[src/rtl/lcg48rd_pkg.sv]
package lcg48rd_pkg;

    localparam int STATE_W   = 48;
    localparam int SEED_W    = 32;
    localparam int RANGE_W   = 32;
    localparam int INT31_W   = 31;
    localparam int UNIFORM_W = 32;
    localparam int MUL_W     = 32;
    localparam int INT_SHIFT = 17;
    localparam int OUT_W     = 112;

    localparam logic [STATE_W-1:0] LCG_RESET = 48'hA0F7_5352_2C9B;
    localparam logic [STATE_W-1:0] LCG_ADD   = 48'h0000_0000_E61E;
    localparam logic [15:0]        SEED_LOW  = 16'h330E;

    // The multiplier 0xE588_D8CB_0001 split into 16-bit digits above the unit digit.
    localparam logic [15:0] LCG_MULT_MID = 16'hD8CB;
    localparam logic [15:0] LCG_MULT_TOP = 16'hE588;

    typedef enum logic [2:0] {
        ST_IDLE,
        ST_STEP2,
        ST_COMMIT,
        ST_SCALE_LO,
        ST_SCALE_HI,
        ST_FINISH
    } ctrl_state_t;

    typedef enum logic [2:0] {
        DP_NOP,
        DP_START,
        DP_STEP2,
        DP_COMMIT,
        DP_SCALE_LO,
        DP_SCALE_HI,
        DP_FINISH
    } dp_op_t;

    typedef struct packed {
        dp_op_t op;
    } dp_cmd_t;

    typedef struct packed {
        logic out_free;
    } dp_status_t;

endpackage

[src/rtl/lcg48rd_ctrl.sv]
module lcg48rd_ctrl (
    input  logic                   aclk,
    input  logic                   aresetn,
    input  logic                   s_tvalid,
    output logic                   s_tready,
    input  lcg48rd_pkg::dp_status_t status,
    output lcg48rd_pkg::dp_cmd_t    cmd
);
    import lcg48rd_pkg::*;

    ctrl_state_t state_reg;
    ctrl_state_t state_next;

    always_ff @(posedge aclk) begin
        if (!aresetn) begin
            state_reg <= ST_IDLE;
        end else begin
            state_reg <= state_next;
        end
    end

    always_comb begin
        state_next = state_reg;
        s_tready   = 1'b0;
        cmd.op     = DP_NOP;
        case (state_reg)
            ST_IDLE: begin
                s_tready = 1'b1;
                if (s_tvalid) begin
                    cmd.op     = DP_START;
                    state_next = ST_STEP2;
                end
            end
            ST_STEP2: begin
                cmd.op     = DP_STEP2;
                state_next = ST_COMMIT;
            end
            ST_COMMIT: begin
                cmd.op     = DP_COMMIT;
                state_next = ST_SCALE_LO;
            end
            ST_SCALE_LO: begin
                cmd.op     = DP_SCALE_LO;
                state_next = ST_SCALE_HI;
            end
            ST_SCALE_HI: begin
                cmd.op     = DP_SCALE_HI;
                state_next = ST_FINISH;
            end
            ST_FINISH: begin
                // Hold here until the output register can take the item.
                if (status.out_free) begin
                    cmd.op     = DP_FINISH;
                    state_next = ST_IDLE;
                end
            end
            default: begin
                state_next = ST_IDLE;
            end
        endcase
    end

endmodule

[src/rtl/lcg48rd_dpath.sv]
module lcg48rd_dpath (
    input  logic                                aclk,
    input  logic                                aresetn,
    input  lcg48rd_pkg::dp_cmd_t                 cmd,
    output lcg48rd_pkg::dp_status_t              status,
    input  logic                                seed_we,
    input  logic [lcg48rd_pkg::SEED_W-1:0]      seed_word,
    input  logic [lcg48rd_pkg::RANGE_W-1:0]     range_in,
    output logic                                m_tvalid,
    input  logic                                m_tready,
    output logic [lcg48rd_pkg::OUT_W-1:0]       m_tdata
);
    import lcg48rd_pkg::*;

    logic [STATE_W-1:0]   gen_state_reg, gen_state_next;
    logic [STATE_W-1:0]   acc_reg, acc_next;
    logic [2*MUL_W-1:0]   prod_reg;
    logic [RANGE_W-1:0]   range_reg;
    logic [MUL_W-1:0]     t_reg;
    logic [MUL_W-1:0]     mul_a, mul_b;
    logic                 prod_en;
    logic [STATE_W:0]     scale_sum;

    logic                 m_tvalid_reg;
    logic [STATE_W-1:0]   raw_reg;
    logic [UNIFORM_W-1:0] uniform_reg;
    logic                 chance_reg;

    // Shared 32x32 multiplier: state-update digits first, then the range scaling.
    always_comb begin
        mul_a          = '0;
        mul_b          = '0;
        prod_en        = 1'b0;
        acc_next       = acc_reg;
        gen_state_next = gen_state_reg;
        case (cmd.op)
            DP_START: begin
                mul_a    = {16'h0, LCG_MULT_MID};
                mul_b    = gen_state_reg[31:0];
                prod_en  = 1'b1;
                acc_next = gen_state_reg + LCG_ADD;
            end
            DP_STEP2: begin
                mul_a    = {16'h0, LCG_MULT_TOP};
                mul_b    = {16'h0, gen_state_reg[15:0]};
                prod_en  = 1'b1;
                acc_next = acc_reg + {prod_reg[31:0], 16'h0};
            end
            DP_COMMIT: begin
                gen_state_next = acc_reg + {prod_reg[15:0], 32'h0};
            end
            DP_SCALE_LO: begin
                mul_a   = gen_state_reg[31:0];
                mul_b   = range_reg;
                prod_en = 1'b1;
            end
            DP_SCALE_HI: begin
                mul_a   = {16'h0, gen_state_reg[47:32]};
                mul_b   = range_reg;
                prod_en = 1'b1;
            end
            default: begin
            end
        endcase
        if (seed_we) begin
            gen_state_next = {seed_word, SEED_LOW};
        end
    end

    assign scale_sum = {17'h0, t_reg} + {1'b0, prod_reg[STATE_W-1:0]};

    always_ff @(posedge aclk) begin
        if (!aresetn) begin
            gen_state_reg <= LCG_RESET;
        end else begin
            gen_state_reg <= gen_state_next;
        end
    end

    always_ff @(posedge aclk) begin
        acc_reg <= acc_next;
        if (prod_en) begin
            prod_reg <= mul_a * mul_b;
        end
        if (cmd.op == DP_START) begin
            range_reg <= range_in;
        end
        if (cmd.op == DP_SCALE_HI) begin
            t_reg <= prod_reg[63:32];
        end
        if (cmd.op == DP_FINISH) begin
            raw_reg     <= gen_state_reg;
            uniform_reg <= scale_sum[47:16];
            chance_reg  <= (range_reg != '0) && (scale_sum[47:16] == '0);
        end
    end

    always_ff @(posedge aclk) begin
        if (!aresetn) begin
            m_tvalid_reg <= 1'b0;
        end else if (cmd.op == DP_FINISH) begin
            m_tvalid_reg <= 1'b1;
        end else if (m_tready) begin
            m_tvalid_reg <= 1'b0;
        end
    end

    assign status.out_free = !m_tvalid_reg || m_tready;
    assign m_tvalid        = m_tvalid_reg;
    assign m_tdata         = {chance_reg, uniform_reg, raw_reg[STATE_W-1:INT_SHIFT], raw_reg};

    a_finish_slot_free: assert property (@(posedge aclk) disable iff (!aresetn)
        (cmd.op == DP_FINISH) |-> (!m_tvalid_reg || m_tready))
        else $error("result written while the output register is still held");

    a_finish_shows_result: assert property (@(posedge aclk) disable iff (!aresetn)
        (cmd.op == DP_FINISH) |=> m_tvalid_reg)
        else $error("finished draw did not reach the output");

    a_chance_means_zero: assert property (@(posedge aclk) disable iff (!aresetn)
        m_tvalid_reg |-> !(chance_reg && (uniform_reg != '0)))
        else $error("chance flag set with a nonzero uniform value");

    a_scale_below_range: assert property (@(posedge aclk) disable iff (!aresetn)
        (cmd.op == DP_FINISH) |-> ((range_reg == '0 && scale_sum[47:16] == '0)
                                   || (scale_sum[47:16] < range_reg)))
        else $error("uniform value not below range");

endmodule

[src/rtl/lcg48_random_draw.sv]
// 48-bit linear congruential random generator with the multiplier 0xE588D8CB0001 and
// the addend 0xE61E. After reset the state is 0xA0F753522C9B; a write on the cfg port
// reloads it as the seed shifted left by 16 with 0x330E in the low bits. Each input item
// carries a range and yields one result item: the new raw 48-bit state, that state
// shifted right by 17, the uniform value floor(raw * range / 2^48) taken exactly in 0.48
// fixed point, and a chance flag that is set when range is nonzero and the uniform value
// is zero. Each accepted item passes through the states STEP2, COMMIT, SCALE_LO, SCALE_HI
// and FINISH, where its result is loaded into the output register once that register is
// free, and no new item is accepted before then: a single shared 32x32 multiplier first
// steps through the 16-bit digits of the state update and then through the two halves of
// the range scaling. The output register lets the next item be accepted while a result
// still waits to be taken. Seed writes are meant for times when no item is in flight.
module lcg48_random_draw (
    input  logic                                aclk,
    input  logic                                aresetn,
    // Input items. s_tdata: range [31:0].
    input  logic                                s_tvalid,
    output logic                                s_tready,
    input  logic [lcg48rd_pkg::RANGE_W-1:0]     s_tdata,
    // Result items. m_tdata: raw_value [47:0], int31_value [78:48],
    // uniform_value [110:79], chance_hit [111].
    output logic                                m_tvalid,
    input  logic                                m_tready,
    output logic [lcg48rd_pkg::OUT_W-1:0]       m_tdata,
    // Seed register write. cfg_data: seed_word [31:0].
    input  logic                                cfg_valid,
    output logic                                cfg_ready,
    input  logic [lcg48rd_pkg::SEED_W-1:0]      cfg_data
);
    import lcg48rd_pkg::*;

    dp_cmd_t    cmd;
    dp_status_t status;

    // The seed register is always ready; a write lands in the state register at the next clock edge.
    assign cfg_ready = 1'b1;

    lcg48rd_ctrl u_ctrl (
        .aclk     (aclk),
        .aresetn  (aresetn),
        .s_tvalid (s_tvalid),
        .s_tready (s_tready),
        .status   (status),
        .cmd      (cmd)
    );

    lcg48rd_dpath u_dpath (
        .aclk      (aclk),
        .aresetn   (aresetn),
        .cmd       (cmd),
        .status    (status),
        .seed_we   (cfg_valid && cfg_ready),
        .seed_word (cfg_data),
        .range_in  (s_tdata),
        .m_tvalid  (m_tvalid),
        .m_tready  (m_tready),
        .m_tdata   (m_tdata)
    );

endmodule
[config.mk]
export PLATFORM = sky130hd
export DESIGN_NAME = lcg48_random_draw
export DESIGN_NICKNAME = d
export VERILOG_FILES = /design/src/rtl/lcg48rd_pkg.sv /design/src/rtl/lcg48rd_ctrl.sv /design/src/rtl/lcg48rd_dpath.sv /design/src/rtl/lcg48_random_draw.sv
export SDC_FILE = /design/constraint.sdc
export NUM_CORES = 2
export LEC_CHECK = 0
export BUFFER_PORTS_ARGS = -buffer_cell sky130_fd_sc_hd__buf_2
export CAP_MARGIN = 30
export CORE_MARGIN = 5
export CORE_UTILIZATION = 65
export DETAILED_ROUTE_END_ITERATION = 16
export PLACE_DENSITY_LB_ADDON = 0.3
export SLEW_MARGIN = 5
export SYNTH_ARGS = -nofsm -noshare
export SYNTH_HDL_FRONTEND = slang
export SYNTH_HIERARCHICAL = 1
export SYNTH_SLANG_ARGS = --single-unit
export TNS_END_PERCENT = 10
[constraint.sdc]
create_clock -name aclk -period 13.85 [get_ports aclk]
set_clock_uncertainty 0.1 [all_clocks]
set_input_delay 0.6925 -clock aclk [delete_from_list [all_inputs] [get_ports aclk]]
set_output_delay 0.6925 -clock aclk [all_outputs]
set_load 0.02 [all_outputs]
==> metrics list <==
- The number of gates resized after CTS was 0.
* Met2 wire length: 71.6 mm
- The final count of pins violating max slew was 0.
- The flow ran to the end, and the final reports show no timing, DRC or antenna violations.
- Final hold violations: 0
- The final layout contains routed wiring with a total length of 174 mm.
* Post-detail-place hpwl: 133 mm
- Average instance area after synthesis: 9.23 µm²
- Count of buffers inserted at the top-level ports: 182
* Max-capacitance violation count: 0
* Kind of critical path: reg2reg
* Via count: 40,410
- Once layout is complete, the cells apart from fillers number 6,294.
- Flop2flop setup slack: roughly 2.4 ns
- Of the synthesized area, sequential elements account for 0.181.
* Count of buffers added by post-CTS timing repair for setup: 0
- Area Growth Syn to Fin: 7.27%
- After synthesis the cells add up to 0.0484 mm².
- The count of nets left with antenna violations once routing finished came out at 0.
- The floorplan step set the die height to roughly 280 µm.
* Share of final-layout standard cells stronger than drive strength 1: 0.0816
* Startpoint types: flip-flop
- Full die area: 0.0801 mm²
* Leakage Power: 24.2 nW
- After layout, the minimum clock period comes to 11.42 ns.
- Routed met1 length: 56.4 mm
* Final worst-path cycle share: 0.824
* Ratio of total power to cell area: 156 mW/mm²
* Highest signal layer in the routed design: met5
- Summed negative setup slack over all endpoints: 0 ns
* Gpl congestion: between 1 and 1.5
* Internal: 0.00393 W
* Reg2reg start: u_ctrl/state_reg[2]$_SDFFE_PN0P_
- The slowest stage of the critical path is the sky130_fd_sc_hd__a22oi_2 cell.
- Drt first-iter violations: 5,543
- Buffers inserted to repair hold after CTS numbered 0.
- Average wire length per cell after detail routing: 27.7 µm
* Initial Utilization: 0.653
- Among all flip-flop cells after synthesis, the most frequent one is sky130_fd_sc_hd__edfxtp_1.
* Pre-antenna DRT Iters: 12
- The number of global-route vias before repair came to 41,707.
* Sequential share of power: 0.198
* Number of enable flip-flop cells after synthesis: 257
* Data arrival at the endpoint of the critical path: ~12 ns
- After detailed placement, the design holds a cell count of ~6,200.
- Once placement finished, the instance area stood at 0.0505 mm².
- Total of endpoints with negative setup slack in the final report: 0
* Residual DRC count: 0
- Unrepaired setup endpoints after global routing: false
- Row Count: 100
* Final worst hold slack: 0.176 ns
- PnR Total Power: about 0.008 W
- Derived from the worst setup path, the maximum achievable clock frequency is ~0.088 GHz.
- In this run the clock root is driven by a sky130_fd_sc_hd__clkbuf_16.
* Insertion delay to the later sink of the worst-skew pair: 0.59 ns
- Buffers inserted during clock tree synthesis total 35.
* Clock tree from TritonCTS: yes
- Worst setup path startpoint: u_ctrl/state_reg[2]$_SDFFE_PN0P_
- Maximum number of pins on one net before global-route repair: 76
* Worst Setup EP: u_dpath/prod_reg[63]$_DFFE_PP_
- Worst reg2reg endpoint: u_dpath/prod_reg[63]$_DFFE_PP_
- In this run the deepest clock path goes through 3 buffers.
- Data on the critical path is required at its endpoint by 14.02 ns.
* Share of flip-flops with an asynchronous set or reset: 0
* Cell area after layout: 0.0520 mm²
* Total global-route track usage: 0.435
* Met3 Routed Length: 27.5 mm
- Slew at the pin with the worst max-slew slack: 1.30 ns
* CTS sink cnt: between 300 and 400
- VDD sags by at most 0.000136 V.
* Overflow left after global routing: 0
- The register with the most flip-flops in the layout has 64 of them.
* Die X-Extent: 283 µm
- Routed vias/inst: 6.42
* Largest fanout of any net on the critical path: 28
* IO Pins: about 180
- Highest cell delay on the worst timing path: just under 0.9 ns
* Number of instances in the synthesized netlist: 5,248
- After synthesis, the netlist uses 97 different library cells.
* Switching power total: around 0.0042 W
- Combinational fraction of design power: 0.677
- Count of cells along the worst register-to-register path: 30
- The H-tree was split into 2 levels.
- Synthesized net count: 6,556
* Count of state elements after synthesis: 309
- After floorplanning, the core was sized to cover around 0.074 mm².
* Relative contribution of the clock network to total power: 0.125
- Antenna violations before repair: 10
* Worst slew margin relative to its limit: 0.136
* Clock input transition at the sequential cells of the worst setup and hold paths: 0.06 ns
- By instance count, the cell type seen most on the critical path is sky130_fd_sc_hd__fa_1.
- Switching share of power: 0.514
- Yosys printed 6 warnings.
- Wire length of the first global-routing pass: between 200 and 300 mm
- For this run, the post-layout net count is 6,601.
* Crit path capture type: flip-flop
* Worst min-delay path class: in2reg
-- worst min path at each step --
stage               slack, ns                         endpoint  cells after the start                      startpoint
global route             0.18  u_dpath/range_reg[22]$_DFFE_PN_                      1                     s_tdata[22]
finish                   0.18  u_dpath/range_reg[19]$_DFFE_PN_                      1                     s_tdata[19]
global placement         0.30      u_dpath/t_reg[19]$_DFFE_PN_                      0  u_dpath/prod_reg[51]$_DFFE_PP_
CTS                      0.17  u_dpath/range_reg[19]$_DFFE_PN_                      1                     s_tdata[19]
detailed placement       0.31      u_dpath/t_reg[18]$_DFFE_PN_                      0  u_dpath/prod_reg[50]$_DFFE_PP_
floorplan                0.30      u_dpath/t_reg[16]$_DFFE_PN_                      0  u_dpath/prod_reg[48]$_DFFE_PP_
-- cells in the final DEF (no fill, tap or decap), types with 19 or more instances in the layout --
cell / Yosys / routed
sky130_fd_sc_hd__a21o_1: 65 / 65
sky130_fd_sc_hd__a21oi_1: 168 / 165
sky130_fd_sc_hd__a22o_1: 31 / 29
sky130_fd_sc_hd__a22oi_1: 38 / 33
sky130_fd_sc_hd__a31oi_1: 28 / 28
sky130_fd_sc_hd__and2_1: 20 / 21
sky130_fd_sc_hd__buf_2: 8 / 182
sky130_fd_sc_hd__buf_4: 34 / 108
sky130_fd_sc_hd__clkbuf_16: 0 / 39
sky130_fd_sc_hd__dfxtp_1: 52 / 52
sky130_fd_sc_hd__edfxtp_1: 257 / 257
sky130_fd_sc_hd__fa_1: 898 / 898
sky130_fd_sc_hd__ha_1: 341 / 341
sky130_fd_sc_hd__inv_1: 909 / 908
sky130_fd_sc_hd__nand2_1: 674 / 673
sky130_fd_sc_hd__nand3_1: 67 / 66
sky130_fd_sc_hd__nand4_1: 26 / 26
sky130_fd_sc_hd__nor2_1: 719 / 715
sky130_fd_sc_hd__nor3_1: 43 / 40
sky130_fd_sc_hd__o211ai_1: 19 / 19
sky130_fd_sc_hd__o21ai_0: 99 / 97
sky130_fd_sc_hd__o21ai_1: 34 / 34
sky130_fd_sc_hd__o21bai_1: 21 / 21
sky130_fd_sc_hd__xnor2_1: 100 / 100
sky130_fd_sc_hd__xor2_1: 63 / 63
-- power groups by stage --
stage                     Clock, W  Sequential (W)  Combinational, W
after floorplan                  0         0.00145           0.00358
after global placement           0         0.00161           0.00509
after detailed placement         0         0.00161           0.00521
after CTS                  0.00102         0.00159           0.00525
after global routing       0.00107         0.00160           0.00589
final                      0.00101         0.00160           0.00548
-- critical path: cells and delay by family (launching register included) --
| family | cells | cell delay, ns |
|---|---|---|
| fa+ha+maj | 9 | 4.39 |
| compound gates | 10 | 3.33 |
| simple gates | 6 | 1.63 |
| buf+inv | 5 | 1.17 |
| flops | 1 | 0.46 |
-- per-stage QoR --
stage	util	setup slack, ns
after floorplan	-	3.09
after global placement	0.676	2.49
after detailed placement	0.680	2.35
after CTS	0.698	2.66
after global routing	0.700	1.91
final	0.700	2.43
-- Yosys cell counts (5+ instances only) --
cell	number	share of area
sky130_fd_sc_hd__nor2b_1	18	0.0023
sky130_fd_sc_hd__o21bai_1	21	0.0033
sky130_fd_sc_hd__mux2i_1	15	0.0031
sky130_fd_sc_hd__nor3b_1	5	0.00077
sky130_fd_sc_hd__or4_1	5	0.00077
sky130_fd_sc_hd__o211a_1	5	0.0010
sky130_fd_sc_hd__nand2_1	674	0.052
sky130_fd_sc_hd__nor3_1	43	0.0044
sky130_fd_sc_hd__xnor2_1	100	0.018
sky130_fd_sc_hd__buf_1	11	0.00085
sky130_fd_sc_hd__o21ai_0	99	0.010
sky130_fd_sc_hd__and4_1	8	0.0014
sky130_fd_sc_hd__o21a_1	13	0.0020
sky130_fd_sc_hd__a22oi_1	38	0.0059
sky130_fd_sc_hd__a21oi_1	168	0.017
sky130_fd_sc_hd__ha_1	341	0.088
sky130_fd_sc_hd__a211o_1	9	0.0016
sky130_fd_sc_hd__a22o_1	31	0.0056
sky130_fd_sc_hd__buf_2	8	0.00083
sky130_fd_sc_hd__nand2b_1	16	0.0021
sky130_fd_sc_hd__fa_1	898	0.37
sky130_fd_sc_hd__edfxtp_1	257	0.16
sky130_fd_sc_hd__dfxtp_1	52	0.021
sky130_fd_sc_hd__o2111ai_1	5	0.00090
sky130_fd_sc_hd__o21ai_1	34	0.0035
sky130_fd_sc_hd__o31ai_1	7	0.0011
sky130_fd_sc_hd__a21o_1	65	0.010
sky130_fd_sc_hd__xor2_1	63	0.011
sky130_fd_sc_hd__nor2_1	719	0.056
sky130_fd_sc_hd__nor4_1	18	0.0023
sky130_fd_sc_hd__clkbuf_1	248	0.019
sky130_fd_sc_hd__and2_1	20	0.0026
sky130_fd_sc_hd__a31oi_1	28	0.0036
sky130_fd_sc_hd__a211oi_1	16	0.0025
sky130_fd_sc_hd__buf_4	34	0.0053
sky130_fd_sc_hd__nand3_1	67	0.0069
sky130_fd_sc_hd__and3_1	18	0.0023
sky130_fd_sc_hd__nand4_1	26	0.0034
sky130_fd_sc_hd__o211ai_1	19	0.0029
sky130_fd_sc_hd__or3_1	12	0.0015
sky130_fd_sc_hd__inv_1	909	0.070
sky130_fd_sc_hd__and2_0	5	0.00065
-- cell type report --
class / count / area (µm²)
timing repair buffer: 313 / 2220
tap: 969 / 1210
multi-input combinational: 3721 / 35100
clock inverter: 12 / 210
antenna: 5 / 12.5
clock buffer: 52 / 1060
inverter: 913 / 3430
sequential: 309 / 8760
fill: 5721 / 22200
-- cell families (layout without fill, tap and decap cells) --
group,Yosys count,after routing,share of synthesized area
compound gates,625,625,0.0856
xor+xnor,163,163,0.0295
fa+ha+maj,1239,1239,0.459
buf+inv,1218,1290,0.0978
flops,309,309,0.181
mux,19,19,0.00403
other cells,1,6,0.0000774
simple gates,1674,1674,0.143
-- routing by layer --
metal	track usage	vias to the layer above
li1	-	16513
met1	0.509	19596
met2	0.630	3210
met3	0.197	1077
met4	0.326	14
met5	0.00298	-
Note: power is estimated with default switching activity, not from simulation.
